--- src/hw/rtl/i2cm_pkg.sv ---
// Types, codes and helper functions of the I2C master transfer engine.
package i2cm_pkg;

	localparam logic [15:0] BIT_DELAY_RST = 16'd10;
	localparam int unsigned TDATA_IN_W = 40;
	localparam int unsigned TDATA_OUT_W = 16;

	// register indexes (paddr bit 2)
	localparam logic REG_BIT_DELAY = 1'b0;

	typedef enum logic [1:0] {
		MODE_NONE  = 2'd0,
		MODE_ADDR  = 2'd1,
		MODE_WRITE = 2'd2,
		MODE_READ  = 2'd3
	} mode_t;

	typedef enum logic [1:0] {
		LINK_IDLE = 2'd0,
		LINK_ACK  = 2'd1,
		LINK_NAK  = 2'd2
	} status_t;

	typedef enum logic [3:0] {
		PH_IDLE     = 4'd0,
		PH_START_LO = 4'd1,
		PH_REP_HI   = 4'd2,
		PH_REP_LO   = 4'd3,
		PH_PUT_HI   = 4'd4,
		PH_PUT_LO   = 4'd5,
		PH_PACK_HI  = 4'd6,
		PH_PACK_LO  = 4'd7,
		PH_GET_PRE  = 4'd8,
		PH_GET_HI   = 4'd9,
		PH_GET_LO   = 4'd10,
		PH_GACK_HI  = 4'd11,
		PH_GACK_LO  = 4'd12,
		PH_STOP_HI  = 4'd13
	} phase_t;

	typedef enum logic [1:0] {
		ES_HALF    = 2'd0,
		ES_STRETCH = 2'd1,
		ES_FULL    = 2'd2
	} estep_t;

	typedef struct packed {
		mode_t       mode;
		logic        begin_flag;
		logic        end_flag;
		logic [6:0]  target_address;
		logic        read_dir;
		logic [15:0] byte_count;
		logic [7:0]  write_byte;
		logic        scl_sense;
		logic        sda_sense;
	} item_t;

	typedef struct packed {
		logic        scl_pull_low;
		logic        sda_pull_low;
		logic        busy_res;
		logic        done_res;
		logic        acked;
		logic [7:0]  read_byte;
		status_t     link_status;
		logic        more_data;
	} result_t;

	typedef struct packed {
		phase_t      phase;
		estep_t      estep;
		logic [2:0]  bit_idx;
		logic [7:0]  shift;
		logic [15:0] wait_cnt;
		logic [15:0] bytes_left;
		logic        stop_at_end;
		status_t     status;
		logic        scl_low;
		logic        sda_low;
		mode_t       active;
		logic        ack_seen;
		logic        more;
	} state_t;

	// phases that end with a rising SCL edge
	function automatic logic phase_rising(phase_t p);
		return p inside {PH_REP_HI, PH_PUT_HI, PH_PACK_HI, PH_GET_HI, PH_GACK_HI,
			PH_STOP_HI};
	endfunction

	// start a new SCL edge: half wait first
	function automatic state_t edge_to(state_t s, phase_t p, logic [15:0] half);
		state_t r;
		r = s;
		r.phase = p;
		r.estep = ES_HALF;
		r.wait_cnt = half;
		return r;
	endfunction

endpackage

--- src/hw/rtl/i2cm_cfg.sv ---
// APB register file of the I2C master transfer engine: the bit delay register.
module i2cm_cfg (
	input  logic        clk,
	input  logic        arst_n,
	input  logic        psel,
	input  logic        penable,
	input  logic        pwrite,
	input  logic [2:0]  paddr,
	input  logic [31:0] pwdata,
	output logic [31:0] prdata,
	output logic        pready,
	output logic [15:0] bit_delay
);
	import i2cm_pkg::*;

	logic [15:0] bit_delay_q;
	logic        wr_en;

	assign pready = 1'b1;
	assign wr_en = psel && penable && pwrite && (paddr[2] == REG_BIT_DELAY);

	// store the delay, clamp zero to one
	always_ff @(posedge clk or negedge arst_n) begin
		if (!arst_n) begin
			bit_delay_q <= BIT_DELAY_RST;
		end else if (wr_en) begin
			bit_delay_q <= (pwdata[15:0] == 16'd0) ? 16'd1 : pwdata[15:0];
		end
	end

	// read back
	always_comb begin
		prdata = 32'd0;
		if (paddr[2] == REG_BIT_DELAY) begin
			prdata = {16'd0, bit_delay_q};
		end
	end

	assign bit_delay = bit_delay_q;
endmodule

--- src/hw/rtl/i2cm_step.sv ---
// Next-state and result logic of the I2C master for one tick.
module i2cm_step (
	input  i2cm_pkg::state_t  st,
	input  i2cm_pkg::item_t   item,
	input  logic [15:0]       bit_delay,
	output i2cm_pkg::state_t  st_nxt,
	output i2cm_pkg::result_t res
);
	import i2cm_pkg::*;

	logic [15:0] half;
	logic        is_idle;
	logic        fin;
	logic        refused;
	state_t      n;

	// half delay, at least one tick
	assign half = (bit_delay[15:1] == 15'd0) ? 16'd1 : {1'b0, bit_delay[15:1]};
	assign is_idle = (st.phase == PH_IDLE) || (st.phase > PH_STOP_HI);

	// advance the sequencer by one tick
	always_comb begin
		n = st;
		fin = 1'b0;
		refused = 1'b0;
		if (is_idle) begin
			n.phase = PH_IDLE;
			case (item.mode)
				MODE_ADDR: begin
					n.active = MODE_ADDR;
					n.ack_seen = 1'b0;
					n.more = |item.byte_count;
					n.bytes_left = item.byte_count;
					n.stop_at_end = item.end_flag;
					n.shift = {item.target_address, item.read_dir};
					if (item.begin_flag) begin
						n.sda_low = 1'b1;
						n = edge_to(n, PH_START_LO, half);
					end else begin
						n.sda_low = 1'b0;
						n = edge_to(n, PH_REP_HI, half);
					end
				end
				MODE_WRITE, MODE_READ: begin
					if (st.status != LINK_ACK || st.bytes_left == 16'd0) begin
						refused = 1'b1;
					end else begin
						n.active = item.mode;
						n.ack_seen = 1'b0;
						n.bytes_left = st.bytes_left - 16'd1;
						n.bit_idx = 3'd7;
						if (item.mode == MODE_WRITE) begin
							n.shift = item.write_byte;
							n.sda_low = !n.shift[3'd7];
							n = edge_to(n, PH_PUT_HI, half);
						end else begin
							n.shift = 8'd0;
							n.sda_low = 1'b0;
							n = edge_to(n, PH_GET_PRE, half);
						end
					end
				end
				default: begin
				end
			endcase
		end else begin
			case (st.estep)
				ES_HALF: begin
					if (st.wait_cnt > 16'd1) begin
						n.wait_cnt = st.wait_cnt - 16'd1;
					end else if (phase_rising(st.phase)) begin
						n.wait_cnt = 16'd0;
						n.scl_low = 1'b0;
						n.estep = ES_STRETCH;
					end else begin
						n.scl_low = 1'b1;
						n.estep = ES_FULL;
						n.wait_cnt = bit_delay;
					end
				end
				ES_STRETCH: begin
					if (item.scl_sense) begin
						n.estep = ES_FULL;
						n.wait_cnt = bit_delay;
					end
				end
				default: begin
					if (st.wait_cnt > 16'd1) begin
						n.wait_cnt = st.wait_cnt - 16'd1;
					end else begin
						n.wait_cnt = 16'd0;
						// edge finished: pick the next one
						case (st.phase)
							PH_START_LO, PH_REP_LO: begin
								n.bit_idx = 3'd7;
								n.sda_low = !n.shift[3'd7];
								n = edge_to(n, PH_PUT_HI, half);
							end
							PH_REP_HI: begin
								n.sda_low = 1'b1;
								n = edge_to(n, PH_REP_LO, half);
							end
							PH_PUT_HI: n = edge_to(n, PH_PUT_LO, half);
							PH_PUT_LO: begin
								if (st.bit_idx != 3'd0) begin
									n.bit_idx = st.bit_idx - 3'd1;
									n.sda_low = !n.shift[n.bit_idx];
									n = edge_to(n, PH_PUT_HI, half);
								end else begin
									n.sda_low = 1'b0;
									n = edge_to(n, PH_PACK_HI, half);
								end
							end
							PH_PACK_HI: begin
								n.ack_seen = !item.sda_sense;
								n = edge_to(n, PH_PACK_LO, half);
							end
							PH_PACK_LO: begin
								if (st.active == MODE_ADDR && !st.ack_seen) begin
									n.status = LINK_NAK;
									n.bytes_left = 16'd0;
									n.sda_low = 1'b1;
									n = edge_to(n, PH_STOP_HI, half);
								end else begin
									if (st.active == MODE_ADDR) begin
										n.status = LINK_ACK;
									end
									if (n.stop_at_end && n.bytes_left == 16'd0) begin
										n.sda_low = 1'b1;
										n = edge_to(n, PH_STOP_HI, half);
									end else begin
										n.phase = PH_IDLE;
										n.estep = ES_HALF;
										fin = 1'b1;
									end
								end
							end
							PH_GET_PRE: n = edge_to(n, PH_GET_HI, half);
							PH_GET_HI: begin
								n.shift = {st.shift[6:0], item.sda_sense};
								n = edge_to(n, PH_GET_LO, half);
							end
							PH_GET_LO: begin
								if (st.bit_idx != 3'd0) begin
									n.bit_idx = st.bit_idx - 3'd1;
									n = edge_to(n, PH_GET_HI, half);
								end else begin
									n.sda_low = (st.bytes_left != 16'd0);
									n = edge_to(n, PH_GACK_HI, half);
								end
							end
							PH_GACK_HI: n = edge_to(n, PH_GACK_LO, half);
							PH_GACK_LO: begin
								if (st.stop_at_end && st.bytes_left == 16'd0) begin
									n.sda_low = 1'b1;
									n = edge_to(n, PH_STOP_HI, half);
								end else begin
									n.sda_low = 1'b0;
									n.phase = PH_IDLE;
									n.estep = ES_HALF;
									fin = 1'b1;
								end
							end
							PH_STOP_HI: begin
								n.sda_low = 1'b0;
								n.phase = PH_IDLE;
								n.estep = ES_HALF;
								fin = 1'b1;
							end
							default: begin
								n.phase = PH_IDLE;
								n.estep = ES_HALF;
								fin = 1'b1;
							end
						endcase
					end
				end
			endcase
		end
	end

	// build the result of this tick
	always_comb begin
		res = '0;
		res.scl_pull_low = n.scl_low;
		res.sda_pull_low = n.sda_low;
		res.busy_res = (n.phase != PH_IDLE);
		res.done_res = fin || refused;
		res.link_status = n.status;
		if (fin) begin
			case (n.active)
				MODE_ADDR: begin
					res.acked = n.ack_seen;
					res.more_data = n.more;
				end
				MODE_WRITE: res.acked = n.ack_seen;
				default: res.read_byte = n.shift;
			endcase
		end
	end

	assign st_nxt = n;
endmodule

--- src/hw/rtl/i2c_master_transfer_engine.sv ---
// Top level of the I2C master transfer engine: stream stages, state and registers.
//
//  channel   | role        | payload
//  ----------+-------------+---------------------------------------------
//  s_axis    | tick in     | tuser mode, tdata command fields and pin levels
//  m_axis    | result out  | tdata line drives, busy/done, ack, read byte, status
//  apb       | config      | bit_delay at byte address 0
//
// One tick is taken per clock cycle while the result register is free or being taken;
// each result passes through the input register and then the result register.
// A stalled result holds m_tdata; one more tick waits in the input register, then
// s_tready drops. arst_n clears the sequencer state and sets bit_delay to 10.
module i2c_master_transfer_engine (
	input  logic                              clk,
	input  logic                              arst_n,
	input  logic                              s_tvalid,
	output logic                              s_tready,
	input  logic [1:0]                        s_tuser,   // mode
	input  logic [i2cm_pkg::TDATA_IN_W-1:0]   s_tdata,   // begin_flag, end_flag,
	                                                     // target_address[6:0], read_dir,
	                                                     // byte_count[15:0], write_byte[7:0],
	                                                     // scl_sense, sda_sense, zero pad[3:0]
	output logic                              m_tvalid,
	input  logic                              m_tready,
	output logic [i2cm_pkg::TDATA_OUT_W-1:0]  m_tdata,   // scl_pull_low, sda_pull_low,
	                                                     // busy_res, done_res, acked,
	                                                     // read_byte[7:0], link_status[1:0],
	                                                     // more_data
	input  logic                              psel,
	input  logic                              penable,
	input  logic                              pwrite,
	input  logic [2:0]                        paddr,
	input  logic [31:0]                       pwdata,
	output logic [31:0]                       prdata,
	output logic                              pready
);
	import i2cm_pkg::*;

	logic        valid_s1;
	item_t       item_s1;
	logic        adv;
	state_t      state_q;
	state_t      state_nxt;
	result_t     res;
	logic [15:0] bit_delay;

	i2cm_cfg u_cfg (
		.clk      (clk),
		.arst_n   (arst_n),
		.psel     (psel),
		.penable  (penable),
		.pwrite   (pwrite),
		.paddr    (paddr),
		.pwdata   (pwdata),
		.prdata   (prdata),
		.pready   (pready),
		.bit_delay(bit_delay)
	);

	i2cm_step u_step (
		.st       (state_q),
		.item     (item_s1),
		.bit_delay(bit_delay),
		.st_nxt   (state_nxt),
		.res      (res)
	);

	// advance the input stage when the result register is free or being taken
	assign adv = valid_s1 && (!m_tvalid || m_tready);
	assign s_tready = !valid_s1 || adv;

	// input stage valid
	always_ff @(posedge clk or negedge arst_n) begin
		if (!arst_n) begin
			valid_s1 <= 1'b0;
		end else if (s_tready) begin
			valid_s1 <= s_tvalid;
		end
	end

	// capture the tick on transfer
	always_ff @(posedge clk) begin
		if (s_tvalid && s_tready) begin
			item_s1.mode           <= mode_t'(s_tuser);
			item_s1.begin_flag     <= s_tdata[0];
			item_s1.end_flag       <= s_tdata[1];
			item_s1.target_address <= s_tdata[8:2];
			item_s1.read_dir       <= s_tdata[9];
			item_s1.byte_count     <= s_tdata[25:10];
			item_s1.write_byte     <= s_tdata[33:26];
			item_s1.scl_sense      <= s_tdata[34];
			item_s1.sda_sense      <= s_tdata[35];
		end
	end

	// sequencer state, updated once per processed tick
	always_ff @(posedge clk or negedge arst_n) begin
		if (!arst_n) begin
			state_q <= '{phase: PH_IDLE, estep: ES_HALF, active: MODE_NONE,
				status: LINK_IDLE, default: '0};
		end else if (adv) begin
			state_q <= state_nxt;
		end
	end

	// result valid
	always_ff @(posedge clk or negedge arst_n) begin
		if (!arst_n) begin
			m_tvalid <= 1'b0;
		end else if (adv) begin
			m_tvalid <= 1'b1;
		end else if (m_tready) begin
			m_tvalid <= 1'b0;
		end
	end

	// result payload, held while stalled
	always_ff @(posedge clk) begin
		if (adv) begin
			m_tdata <= {res.more_data, res.link_status, res.read_byte, res.acked,
				res.done_res, res.busy_res, res.sda_pull_low, res.scl_pull_low};
		end
	end
endmodule

--- config.mk ---
export PLATFORM = sky130hd
export DESIGN_NAME = i2c_master_transfer_engine
export DESIGN_NICKNAME = d
export VERILOG_FILES = /design/src/hw/rtl/i2cm_pkg.sv /design/src/hw/rtl/i2cm_cfg.sv /design/src/hw/rtl/i2cm_step.sv /design/src/hw/rtl/i2c_master_transfer_engine.sv
export SDC_FILE = /design/constraint.sdc
export NUM_CORES = 1
export LEC_CHECK = 0
export BUFFER_PORTS_ARGS = -buffer_cell sky130_fd_sc_hd__buf_2
export CAP_MARGIN = 20
export CELL_PAD_IN_SITES_DETAIL_PLACEMENT = 1
export CELL_PAD_IN_SITES_GLOBAL_PLACEMENT = 1
export CORE_MARGIN = 3
export CORE_UTILIZATION = 35
export DETAILED_ROUTE_END_ITERATION = 8
export PLACE_DENSITY = 0.66
export SLEW_MARGIN = 20
export SYNTH_ARGS = -nofsm -noshare
export SYNTH_HDL_FRONTEND = slang
export SYNTH_HIERARCHICAL = 1
export SYNTH_SLANG_ARGS = --single-unit
export TNS_END_PERCENT = 50
--- constraint.sdc ---
create_clock -name clk -period 4.4 [get_ports clk]
set_clock_uncertainty 0.2 [all_clocks]
set_input_delay 0.66 -clock clk [delete_from_list [all_inputs] [get_ports clk]]
set_output_delay 0.66 -clock clk [all_outputs]
set_load 0.005 [all_outputs]
# Word level (Yosys, flattened, before mapping)
# Index checks and enable logic that the tools add are counted.
[word_totals]
register_bits = 130
in_bits = 84
wordCells = 176
[classes]
n_addsub = 3
n_lt_le_gt_ge = 3
n_eq_ne = 40
mux = 51
n_bitwise = 3
reduce_logical = 47
[op_table]
columns = ["operator", "count"]
rows = [
  ["47-bit one-hot mux with 7 select lines", 1],
  ["58-bit 2-to-1 mux", 4],
  ["56-bit 2-to-1 mux", 3],
  ["58-bit one-hot mux with 2 select lines", 1],
  ["16-bit 2-to-1 mux", 6],
  ["6-bit one-hot mux with 11 select lines", 1],
  ["41-bit 2-to-1 mux", 1],
  ["36-bit 2-to-1 mux", 1],
  ["16-bit logical NOT", 2],
  ["16-bit one-hot mux with 2 select lines", 1],
  ["16-bit by 1-bit subtractor with 16-bit output, second input constant", 2],
  ["13-bit AND reduction", 2],
  ["25-bit 2-to-1 mux", 1],
  ["4-bit == test, second input constant", 6],
  ["2-bit by 1-bit inequality test with 1-bit output, second input constant", 10],
  ["19-bit 2-to-1 mux", 1],
  ["17-bit 2-to-1 mux", 1],
  ["4-bit by 3-bit == test with 1-bit output, second input constant", 4],
  ["16-bit by 1-bit greater-than comparator with 1-bit output, second input constant", 1],
  ["4-bit one-hot mux with 4 select lines", 1],
  ["16-bit nonzero test", 1],
  ["16-bit OR reduction", 1],
  ["15-bit logical NOT", 1],
  ["15-bit 2-to-1 mux", 1],
  ["39 further kinds", 93],
]

# Longest topological paths before layout
# Gate-level depths: netlist of the first run.
[depth]
ltp_word = 12
depth_mapped = 13

# Modules after synthesis
# The synthesis of the first run kept the hierarchy.
[by_module_without_submodules]
columns = ["mod", "n_inst", "cells_each", "area_per_inst_um2", "seq_area_each_um2"]
rows = [
  ["i2c_master_transfer_engine", 1, 185, 3907.5, 3123.0],
  ["i2cm_step", 1, 508, 3153.0, 0.0],
  ["i2cm_cfg", 1, 77, 928.4, 402.9],
]

# Worst setup path before layout of the first run
# No wires, ideal clock.
[synth_path]
path_kind = "register to register"
from = "register state_q[27] in the netlist's numbering"
to = "register state_q[6] in the netlist's numbering"
arrival_ps = 2827
path_slack_ps = 1248
stages_incl_launch_ff = 10
n_path_buf = 3
period_less_slack_ps = 3152
cell_sequence = "dfrtp_1 -> buf_6 -> or4_4 -> nor4_2 -> nand3_2 -> buf_2 -> or4_4 -> mux2_1 -> buf_4 -> mux2_2"
[synth_rtl]
columns = ["item", "line", "text"]
rows = [
  ["start: declaration", "i2c_master_transfer_engine.sv:42", "state_t state_q;"],
  ["start signal: assignment", "i2c_master_transfer_engine.sv:99", "state_q <= '{phase: PH_IDLE, estep: ES_HALF, active: MODE_NONE,"],
  ["start signal: assignment", "i2c_master_transfer_engine.sv:102", "state_q <= state_nxt;"],
]

# Final worst setup path of the first run
[layout_path]
from = "register state_q[37] in the netlist's numbering"
to = "register state_q[16] in the netlist's numbering"
[layout_via]
elab_chain_len = 3
[layout_rtl]
columns = ["item", "line", "text"]
rows = [
  ["16-bit by 1-bit greater-than comparator with 1-bit output", "i2cm_step.sv:88", "if (st.wait_cnt > 16'd1) begin"],
  ["2-bit by 1-bit inequality test with 1-bit output (no source line)", "--", ""],
  ["13-bit AND reduction (no source line)", "--", ""],
]
# Every way passes these cells.
# A chain may end at the register's enable or synchronous reset.

==> impl_results.md, run 1 <==
- Outcome: finished clean
- Type of the worst setup path: flip-flop to flip-flop
- All-Layer GR Usage: 0.191
- Reg2Reg Setup Slack: 730 ps
- Setup repair bufs after CTS: 0
- Nets: 940
- Yosys top cell area share: 0.232
- Worst-path clk slew: 60 ps
- CTS root buf: clkbuf_16
- Max Root-Sink Buffers: 2
- Post-synth top area cell: dfrtp_1
- Layout cells sized above 1: 0.276
- Fillers: 2,472
- Number of enable flip-flop cells after synthesis: 54
- Slew @ Worst Pin: 978 ps
- First-pass detailed-route iteration total: 5
- Synth area leaders: dfrtp_1 (23%), edfxtp_1 (20%), mux2_2 (8.3%)
- Syn Std Cell Area: 7990 sq um
- Most common cell in the netlist: dfrtp_1
- TritonCTS Buffers: 17
- Slew margin rel.: 0.348
- P_sw: 0.00193 W
- GPL Wtd Cong: 0.823
- Flop pwr share: 0.379
- Synth cell count leaders: dfrtp_1 (74), mux2_2 (59), nor2_1 (59)
- Largest net degree at the start of global routing: 53
- Worst setup EP type: flip-flop
- RSZ-0062 raised after global routing: false
- Die height: 157 um
- Layout Area Growth over Synthesis: 15.2%
- Fmax: 273 MHz
- Compound-Gate Fraction of Synth Area: 0.177
- Final ANT Viol Nets: 0
- Min cycle time layout: 3670 ps
- I/O Buffers: 95
- First-pass GRT wire length: 37,500 um
- Syn Inst Count: 770
- Post-Synth Simple-Gate Area: 0.162
- Vias per Instance: 5.74
- Post-CTS Resized: 0
- Crit Path Max Fanout: 11
- H-tree Lvls: 4
- Hpwl dp: 16,100 um
- Reg2reg end: state_q[16]
- Total global routing overflow: 0
- DRT iter0 DRCs: 527
- Multi-input gate area: 4090 sq um
- Initial antenna violation count: 0
- Initial Util: 0.362
- Comb pwr share: 0.341
- R2r worst-path depth: 8
- Worst reg2reg path startpoint: state_q[37]
- Vias after detailed routing: 6,565
- I/O pin total: 135
- Seq/Total Area, Yosys: 0.441
- Vias in the first global route: 6,750
- PnR worst setup slack: 733 ps
- TritonCTS Sinks: 130
- Die Wd: 157 um
- Critical Path RT: 4500 ps
- Post-synth top flop: dfrtp_1
- Pre-CTS setup slack: 773 ps
- Pwr Density: 559 nW/um^2
- Distinct cells, synth: 81
- Leak: 3.74 nW
- Setup_tns: 0 ps
- Synthesis-stage register bit count: 130
- Hold Path Class: input pin to async pin
- Final Setup Violations: 0
- Max-cap viol count: 0
- Number of antenna diodes: 0
- Final period util: 0.833
- Pint: 0.00322 W
- Max VDD drop: 299 uV
- Yosys warning total: 6
- Async SR Flop Fraction: 0.585
- Core Area: 22,100 sq um
- Avg Inst Size Synth: 10.4 sq um
- CTS tree: yes
- Mux cell area share after synthesis: 0.141
- Register area: 3530 sq um
- Clock power frac: 0.279
- Worst path arrival time: 3770 ps
- Worst setup SP type: flip-flop
- Largest family of logic cells by synthesized area: compound AO/OA/AOI/OAI gates
- Final slew viol count: 0
- Sw Ratio: 0.374
- Post-CTS Hold Buffers: 0
- Total Wirelength: 23,300 um
- Worst skew pair latency: 430 ps
- Adder-cell share of the synthesized area: 0.0106
- WL per Instance: 20.4 um
- # rows: 54
- Final hold violation count: 0
- Die ar.: 24,700 sq um
- Xor/xnor share of the synthesized area: 0.0132
- DRC: 0
==> how the worst max path moves through the flow <==
| stage | endpoint | slack, ps | start | depth (start not counted) |
|---|---|---|---|---|
| 2_1_floorplan | state_q[6] | 1250 | state_q[27] | 9 |
| 3_3_place_gp | state_q[21] | 790 | state_q[37] | 7 |
| 3_5_place_dp | state_q[27] | 770 | state_q[37] | 9 |
| 4_1_cts | state_q[16] | 730 | state_q[37] | 8 |
| 5_1_grt | state_q[27] | 560 | state_q[35] | 9 |
| 6_report | state_q[16] | 730 | state_q[37] | 8 |
==> flip-flops by register name, indices dropped and copies added (netlist names) <==
| register | count |
|---|---|
| m_tvalid | 1 |
| u_cfg/bit_delay | 16 |
| valid_s1 | 1 |
| item_s1 | 38 |
| state_q | 58 |
| m_tdata | 16 |
==> placed cells by master, fill, tap and decap left out, drive strengths merged, types with 5 or more instances in the layout <==
cell type	Yosys	layout
clkinv	2	9
edfxtp	54	54
buf	38	109
xor2	5	5
nand2b	6	6
clkbuf	25	18
nor3	17	17
a221oi	8	8
a22oi	6	6
a211oi	7	7
nor2	60	60
nor4	19	19
inv	15	18
a21oi	34	34
nand2	53	53
o221ai	6	6
a22o	11	11
o211ai	5	5
conb	2	17
mux2i	15	15
o31ai	5	5
mux2	77	77
a221o	13	13
a31oi	7	7
ha	6	6
o21ai	55	55
o22ai	21	21
nand4	7	7
and2	6	6
dfrtp	74	74
xnor2	7	7
nand3	13	13
or4	8	8
and2b	5	5
nor2b	25	25
==> cell type report <==
type                            count  area share
Clock buffer                       18      0.0466
Clock inverter                     14      0.0171
Inverter                           17     0.00693
Multi-Input combinational cell    575       0.445
Sequential cell                   130       0.383
Tap cell                          280      0.0381
Timing Repair Buffer              109      0.0634
==> critical path, cell delays in order (launching register included) <==
cell	delay, ps
dfrtp_1	420
or4_1	590
nor3_1	410
nand3_2	400
o21ai_0	680
nand2_1	260
a22oi_1	200
o21ai_0	110
mux2_2	290
==> routing by layer <==
| layer | GRT usage | part of all wire |
|---|---|---|
| met3 | 0.0360 | 0.045 |
| met2 | 0.316 | 0.48 |
| met4 | 0.0426 | 0.0085 |
| met5 | 0 | 0 |
| met1 | 0.263 | 0.47 |
==> cell families (layout without fill, tap and decap cells) <==
family,after synthesis,in the layout
and+or+nand+nor,237,237
AOI/OAI and AO/OA,208,208
DFF,130,130
muxes,94,94
buffers and inverters,80,158
xor gates and xnor gates,12,12
adders and majority gates,7,7
other,2,17
==> stage by stage <==
stage | instance area, sq um | util | instances | total power (W) | hold WS [ps]
after detailed placement | 8620 | 0.390 | 1111 | 0.00370 | 297
final | 9200 | 0.417 | 1143 | 0.00514 | 100
after global placement | 8620 | 0.390 | 1111 | 0.00364 | 287
after floorplan | 8050 | - | 785 | 0.00317 | 164
after global routing | 9200 | 0.417 | 1143 | 0.00549 | 155
after CTS | 9200 | 0.417 | 1143 | 0.00516 | 140
==> power groups by stage <==
| stage | combinational, W | sequential, W | clock (W) |
|---|---|---|---|
| 5_1_grt | 0.00195 | 0.00201 | 0.00153 |
| 3_3_place_gp | 0.00169 | 0.00195 | 0 |
| 2_1_floorplan | 0.00136 | 0.00181 | 0 |
| 6_report | 0.00176 | 0.00195 | 0.00144 |
| 4_1_cts | 0.00174 | 0.00195 | 0.00147 |
| 3_5_place_dp | 0.00173 | 0.00197 | 0 |
Note: power is estimated with default switching activity, not from simulation.
==> inputs of run 2 (changes only) <==
ABC_AREA = 1   (was unset)
PLACE_DENSITY = 0.73   (was 0.66)
clock period = 3.1 ns   (was 4.4 ns; I/O delays follow)
==> run 2 against run 1 <==
  * Combinational power increased by 120%
  * Area after synthesis increased by 22%
  * Core utilization decreased by 0.61 points
  * Register-to-register slack got worse by 440 ps
  * First-iteration DRC count increased by 21%
  * Routed wire length increased by 47%
  * Sequential share of layout area decreased by 6.7 points
  * Hold slack got worse by 83 ps
  * Sequential power increased by 46%
  * Die area increased by 21%
  * Largest power group is now combinational cells
==> impl_results.md, run 2 <==
- Outcome: finished clean
- PnR worst setup slack: 297 ps
- Commonest non-fill, non-tap cell in the layout: nand2_1
- GPL Wtd Cong: 0.942
- Async SR Flop Fraction: 0.585
- Max VDD drop: 360 uV
- Die Wd: 173 um
- Post-synth top flop: dfrtp_1
- Yosys top cell area share: 0.191
- Syn Std Cell Area: 9780 sq um
- Worst path arrival time: 2910 ps
- Seq/Total Area, Yosys: 0.361
- Final period util: 0.904
- Final slew viol count: 0
- Distinct cells, synth: 46
- Final hold violation count: 0
- Most common cell in the netlist: nand2_1
- Total Wirelength: 34,200 um
- Setup repair bufs after CTS: 0
- Slew @ Worst Pin: 797 ps
- Adder-cell share of the synthesized area: 0.00768
- # rows: 60
- First-pass GRT wire length: 54,700 um
- I/O pin total: 135
- Largest family of logic cells by synthesized area: simple AND/OR/NAND/NOR gates
- Die height: 173 um
- CTS root buf: clkbuf_16
- H-tree Lvls: 4
- Largest register FFs: 58
- Min cycle time layout: 2800 ps
- TritonCTS Sinks: 130
- Xor/xnor share of the synthesized area: 0.0143
- All-Layer GR Usage: 0.226
- Hpwl dp: 24,400 um
- Synth cell count leaders: nand2_1 (498), nand3_1 (178), nor2_1 (144)
- RSZ-0062 raised after global routing: false
- Core Area: 27,200 sq um
- DRT iter0 DRCs: 639
- Type of the worst setup path: flip-flop to flip-flop
- I/O Buffers: 95
- Initial Util: 0.360
- Fillers: 3,568
- Worst setup SP type: flip-flop
- Max-cap viol count: 0
- Initial antenna violation count: 0
- Pre-CTS setup slack: 361 ps
- Biggest register: state_q
- Most frequent cells in the layout: nand2_1 (498), nand3_1 (178), nor2_1 (144)
- Worst-path clk slew: 70 ps
- Pwr Density: 801 nW/um^2
- Die ar.: 30,000 sq um
- Number of enable flip-flop cells after synthesis: 54
- Vias after detailed routing: 9,898
- Nets: 1,630
- Compound-Gate Fraction of Synth Area: 0.0856
- Total global routing overflow: 0
- Regs by FF count: state_q: 58 flops, item_s1: 38 flops
- Synth area leaders: nand2_1 (19%), dfrtp_1 (19%), edfxtp_1 (17%)
- Slew margin rel.: 0.469
- Layout Area Growth over Synthesis: 14.1%
- CTS tree: yes
- Max Root-Sink Buffers: 2
- Avg Inst Size Synth: 6.71 sq um
- Leak: 5.57 nW
- WL per Instance: 17.8 um
- TritonCTS Buffers: 17
- Post-Synth Simple-Gate Area: 0.412
- Synthesis-stage register bit count: 130
- Post-CTS Resized: 0
- DRC: 0
- Fmax: 357 MHz
- Final ANT Viol Nets: 0
- Vias per Instance: 5.14
- Worst skew pair latency: 420 ps
- First-pass detailed-route iteration total: 5
- Critical Path RT: 3210 ps
- Setup_tns: 0 ps
- Syn Inst Count: 1,457
- Mux cell area share after synthesis: 0
- Number of antenna diodes: 0
- Hold Path Class: input pin to flip-flop
- Layout cells sized above 1: 0.159
- Crit Path Max Fanout: 13
- Worst setup EP type: flip-flop
- Final Setup Violations: 0
- Vias in the first global route: 10,200
- Post-synth top area cell: nand2_1
- Largest net degree at the start of global routing: 60
- Yosys warning total: 6
[run 2: cell count changes after synthesis, sizes merged, moves of 35 or more]
cell / before / now
inv: 15 / 156
mux2: 77 / 0
nand2: 53 / 526
nand3: 13 / 179
nor2: 60 / 164
o21ai: 55 / 90
[run 2: area by class of cell]
type | count | area [sq um] | share of cell area
multi-input cells | 1101 | 5140 | 0.461
flip-flops and latches | 130 | 3530 | 0.316
repair buffers | 133 | 818 | 0.0734
inverters | 157 | 594 | 0.0533
well taps | 372 | 465 | 0.0417
clock buffers | 18 | 450 | 0.0404
clock inverters | 14 | 159 | 0.0142
[run 2: logic make-up after synthesis]
family / count (synthesis)
AO/OA/AOI/OAI: 145
XOR/XNOR: 16
adder cells (fa/ha/maj): 6
buffers and inverters: 241
flip-flops: 130
other: 2
AND/OR/NAND/NOR: 917
[run 2: repair_timing]
item                                    in CTS  in global routing
hold endpoints to repair                    43                  3
endpoints found under the setup margin       0                  0
hold buffers                                 9                  3
[run 2: through the flow]
| stage | cells | util | cell area [sq um] | power [W] | hold slack (ps) |
|---|---|---|---|---|---|
| finish | 1925 | 0.410 | 11200 | 0.00893 | 17.6 |
| detailed placement | 1881 | 0.384 | 10400 | 0.00674 | 269 |
| floorplan | 1472 | - | 9830 | 0.00565 | -30.6 |
| global placement | 1881 | 0.384 | 10400 | 0.00662 | 254 |
| global route | 1925 | 0.410 | 11200 | 0.00969 | 1.33 |
| CTS | 1922 | 0.409 | 11100 | 0.00897 | 0.883 |
[run 2: final timing paths]
| path | start | slack (ps) | cells after the start | to |
|---|---|---|---|---|
| setup / recovery | state_q[25] | 300 | 13 | state_q[24] |
| hold / removal | s_tdata[32] | 20 | 1 | item_s1[8] |
| setup reg to reg | state_q[25] | 300 | 13 | state_q[24] |
| hold reg to reg | state_q[0] | 290 | 2 | state_q[0] |
| max in group asynchronous | arst_n | 1670 | 3 | valid_s1 |
| min in group asynchronous | arst_n | 380 | 2 | state_q[18] |
[run 2: critical path, cell delays in order, from the launching register on]
cell	delay, ps
dfrtp_1	420
inv_1	170
ha_1	360
nor2_1	130
nor2_4	200
nand4_4	220
nor2_1	190
nand2_2	250
nand2_1	140
nand2_1	90
nand2_1	130
inv_1	50
nand3_1	70
nand2_1	70
[run 2: metal layers]
| metal | up-vias | track usage | share of wire |
|---|---|---|---|
| met3 | 48 | 0.0288 | 0.036 |
| met5 | - | 0 | 0 |
| met1 | 4812 | 0.285 | 0.45 |
| met4 | 0 | 0.0736 | 0.024 |
| met2 | 231 | 0.402 | 0.49 |
| li1 | 4807 | - | - |
[run 2: power by group]
group,internal [W],switching [W]
sequential,0.00222,0.000631
combinational,0.00136,0.00258
clock,0.00120,0.000938
total,0.00478,0.00415
==> inputs of run 3 (changes only) <==
MAX_ROUTING_LAYER = met4   (was unset)
PLACE_DENSITY = unset   (was 0.73)
PLACE_DENSITY_LB_ADDON = 0.1   (was unset)
==> run 3 against run 2 <==
  * Global-route usage rose by 2.0 points
  * Sequential share of layout area fell by 0.44 points
  * First-iteration DRC count fell by 5.8%
  * Via count fell by 0.52%
  * Routed wire length rose by 3.9%
  * Non-clock buffer count rose by 16
  * Cell area rose by 1.4%
  * Fmax fell by 1.9%
  * Flip-flop and latch count did not move
  * Combinational power barely moved
  * Total power rose by 0.91%
  * Critical path type unchanged
==> impl_results.md, run 3 (same netlist as run 2, synthesis figures left out) <==
- Outcome: finished clean
- Max-cap viol count: 0
- Initial antenna violation count: 0
- Leak: 5.63 nW
- Fillers: 3,576
- Die height: 173 um
- Most frequent cells in the layout: nand2_1 (498), nand3_1 (178), nor2_1 (144)
- Pint: 0.00489 W
- Fmax: 350 MHz
- Layout cells sized above 1: 0.158
- Worst reg2reg path startpoint: state_q[57]
- I/O Buffers: 95
- Die ar.: 30,000 sq um
- DP Cell Count: 1,881
- Biggest register: state_q
- Register area: 3530 sq um
- All-Layer GR Usage: 0.246
- Worst setup SP type: flip-flop
- Min-delay src: s_tdata[13]
- # rows: 60
- Flop pwr share: 0.317
- Final ANT Viol Nets: 0
- Worst-path clk slew: 70 ps
- Clock power frac: 0.244
- Vias per Instance: 5.07
- Final Cell Area: 11,300 sq um
- Initial Util: 0.360
- Worst setup EP type: flip-flop
- P_sw: 0.00412 W
- Crit Path Max Fanout: 24
- Pwr Density: 797 nW/um^2
- TritonCTS Buffers: 17
- Core Area: 27,200 sq um
- Finished Layout Cells: 1,941
- Slew @ Worst Pin: 905 ps
- Final Setup Violations: 0
- H-tree Lvls: 4
- Regs by FF count: state_q: 58 flops, item_s1: 38 flops
- Final hold violation count: 0
- Total global routing overflow: 0
- Nets: 1,646
- Vias in the first global route: 10,200
- Placed Area: 10,400 sq um
- TritonCTS Sinks: 130
- DRC: 0
- Reg2Reg Setup Slack: 240 ps
- Post-layout util: 0.416
- Final slew viol count: 0
- Highest metal used: met4
- Comb pwr share: 0.439
- R2r worst-path depth: 10
- Setup repair bufs after CTS: 0
- Multi-input gate area: 5140 sq um
- Crit path to: state_q[29]
- Slew margin rel.: 0.397
- GPL Wtd Cong: 0.931
- I/O pin total: 135
- Final period util: 0.922
- Largest net degree at the start of global routing: 60
- First-pass detailed-route iteration total: 5
- RSZ-0062 raised after global routing: false
- Pwr Total: 0.00901 W
- Max Root-Sink Buffers: 2
- Hold Path Class: input pin to flip-flop
- Total Wirelength: 35,600 um
- Vias after detailed routing: 9,847
- Hpwl dp: 25,000 um
- Number of antenna diodes: 0
- Setup_tns: 0 ps
- WL per Instance: 18.3 um
- Metal2 WL: 17,400 um
- Min cycle time layout: 2860 ps
- CTS root buf: clkbuf_16
- Met3 routed WL: 1080 um
- Type of the worst setup path: flip-flop to flip-flop
- Critical Path RT: 3220 ps
- Reg2reg end: state_q[29]
- Largest register FFs: 58
- Commonest non-fill, non-tap cell in the layout: nand2_1
- Sw Ratio: 0.457
- Worst path arrival time: 2980 ps
- DRT iter0 DRCs: 602
- Layout Area Growth over Synthesis: 15.7%
- Met1 Wirelength: 16,300 um
- Max VDD drop: 399 uV
- Worst setup path startpoint: state_q[57]
- First-pass GRT wire length: 57,200 um
- CTS tree: yes
- Worst skew pair latency: 430 ps
- Die Wd: 173 um
-- run 3: cell count changes in the layout (fill, tap and decap cells not counted), sizes merged --
cell,change
dlygate4sd3,+16
clkinv,-4
clkinvlp,+3
bufinv,+2
clkbuf,-1
-- run 3: area by class of cell --
type                    count  share of cell area
multi-input cells        1101               0.454
clock inverters            15              0.0171
flip-flops and latches    130               0.312
clock buffers              17              0.0376
inverters                 157              0.0525
repair buffers            149              0.0854
well taps                 372              0.0411
-- run 3: critical path, stage by stage (launching register included) --
cell     delay (ps)
dfrtp_1         600
nand2_2         150
inv_2           130
nand2_1          80
nand2_2         280
buf_4           420
nand2_2         360
o21ai_0         290
a21oi_1          70
nand3_1          80
nand2_1          60
-- run 3: per-stage QoR --
step,hold slack (ps),setup WS (ps)
floorplan,-30.6,652
global placement,254,342
detailed placement,264,291
CTS,1.10,282
global route,1.07,52.5
finish,18.6,242
-- run 3: power groups by stage --
stage,Clock (W),Sequential [W],Combinational [W]
after floorplan,0,0.00264,0.00300
after global placement,0,0.00288,0.00380
after detailed placement,0,0.00289,0.00390
after CTS,0.00225,0.00286,0.00396
after global routing,0.00233,0.00294,0.00453
final,0.00220,0.00286,0.00396
-- run 3: worst min-delay path by stage --
| stage | to | slack (ps) | cells after the start |
|---|---|---|---|
| after floorplan | m_tvalid | -30 | 0 |
| after global placement | state_q[5] | 250 | 2 |
| final | item_s1[13] | 20 | 1 |
| after global routing | item_s1[13] | 1 | 1 |
| after detailed placement | state_q[5] | 260 | 2 |
| after CTS | item_s1[10] | 1 | 1 |
-- run 3: layer usage --
layer / up-vias / GRT usage
met2: 182 / 0.411
met3: 45 / 0.0312
met5: - / -
met4: 0 / 0.0794
li1: 4831 / -
met1: 4789 / 0.311
-- run 3: timing repair --
item / 4_1_cts / 5_1_grt
endpoints found under the setup margin: 0 / 0
hold buffers: 24 / 4
gates resized for setup: 0 / 0
endpoints found under the hold margin: 59 / 4
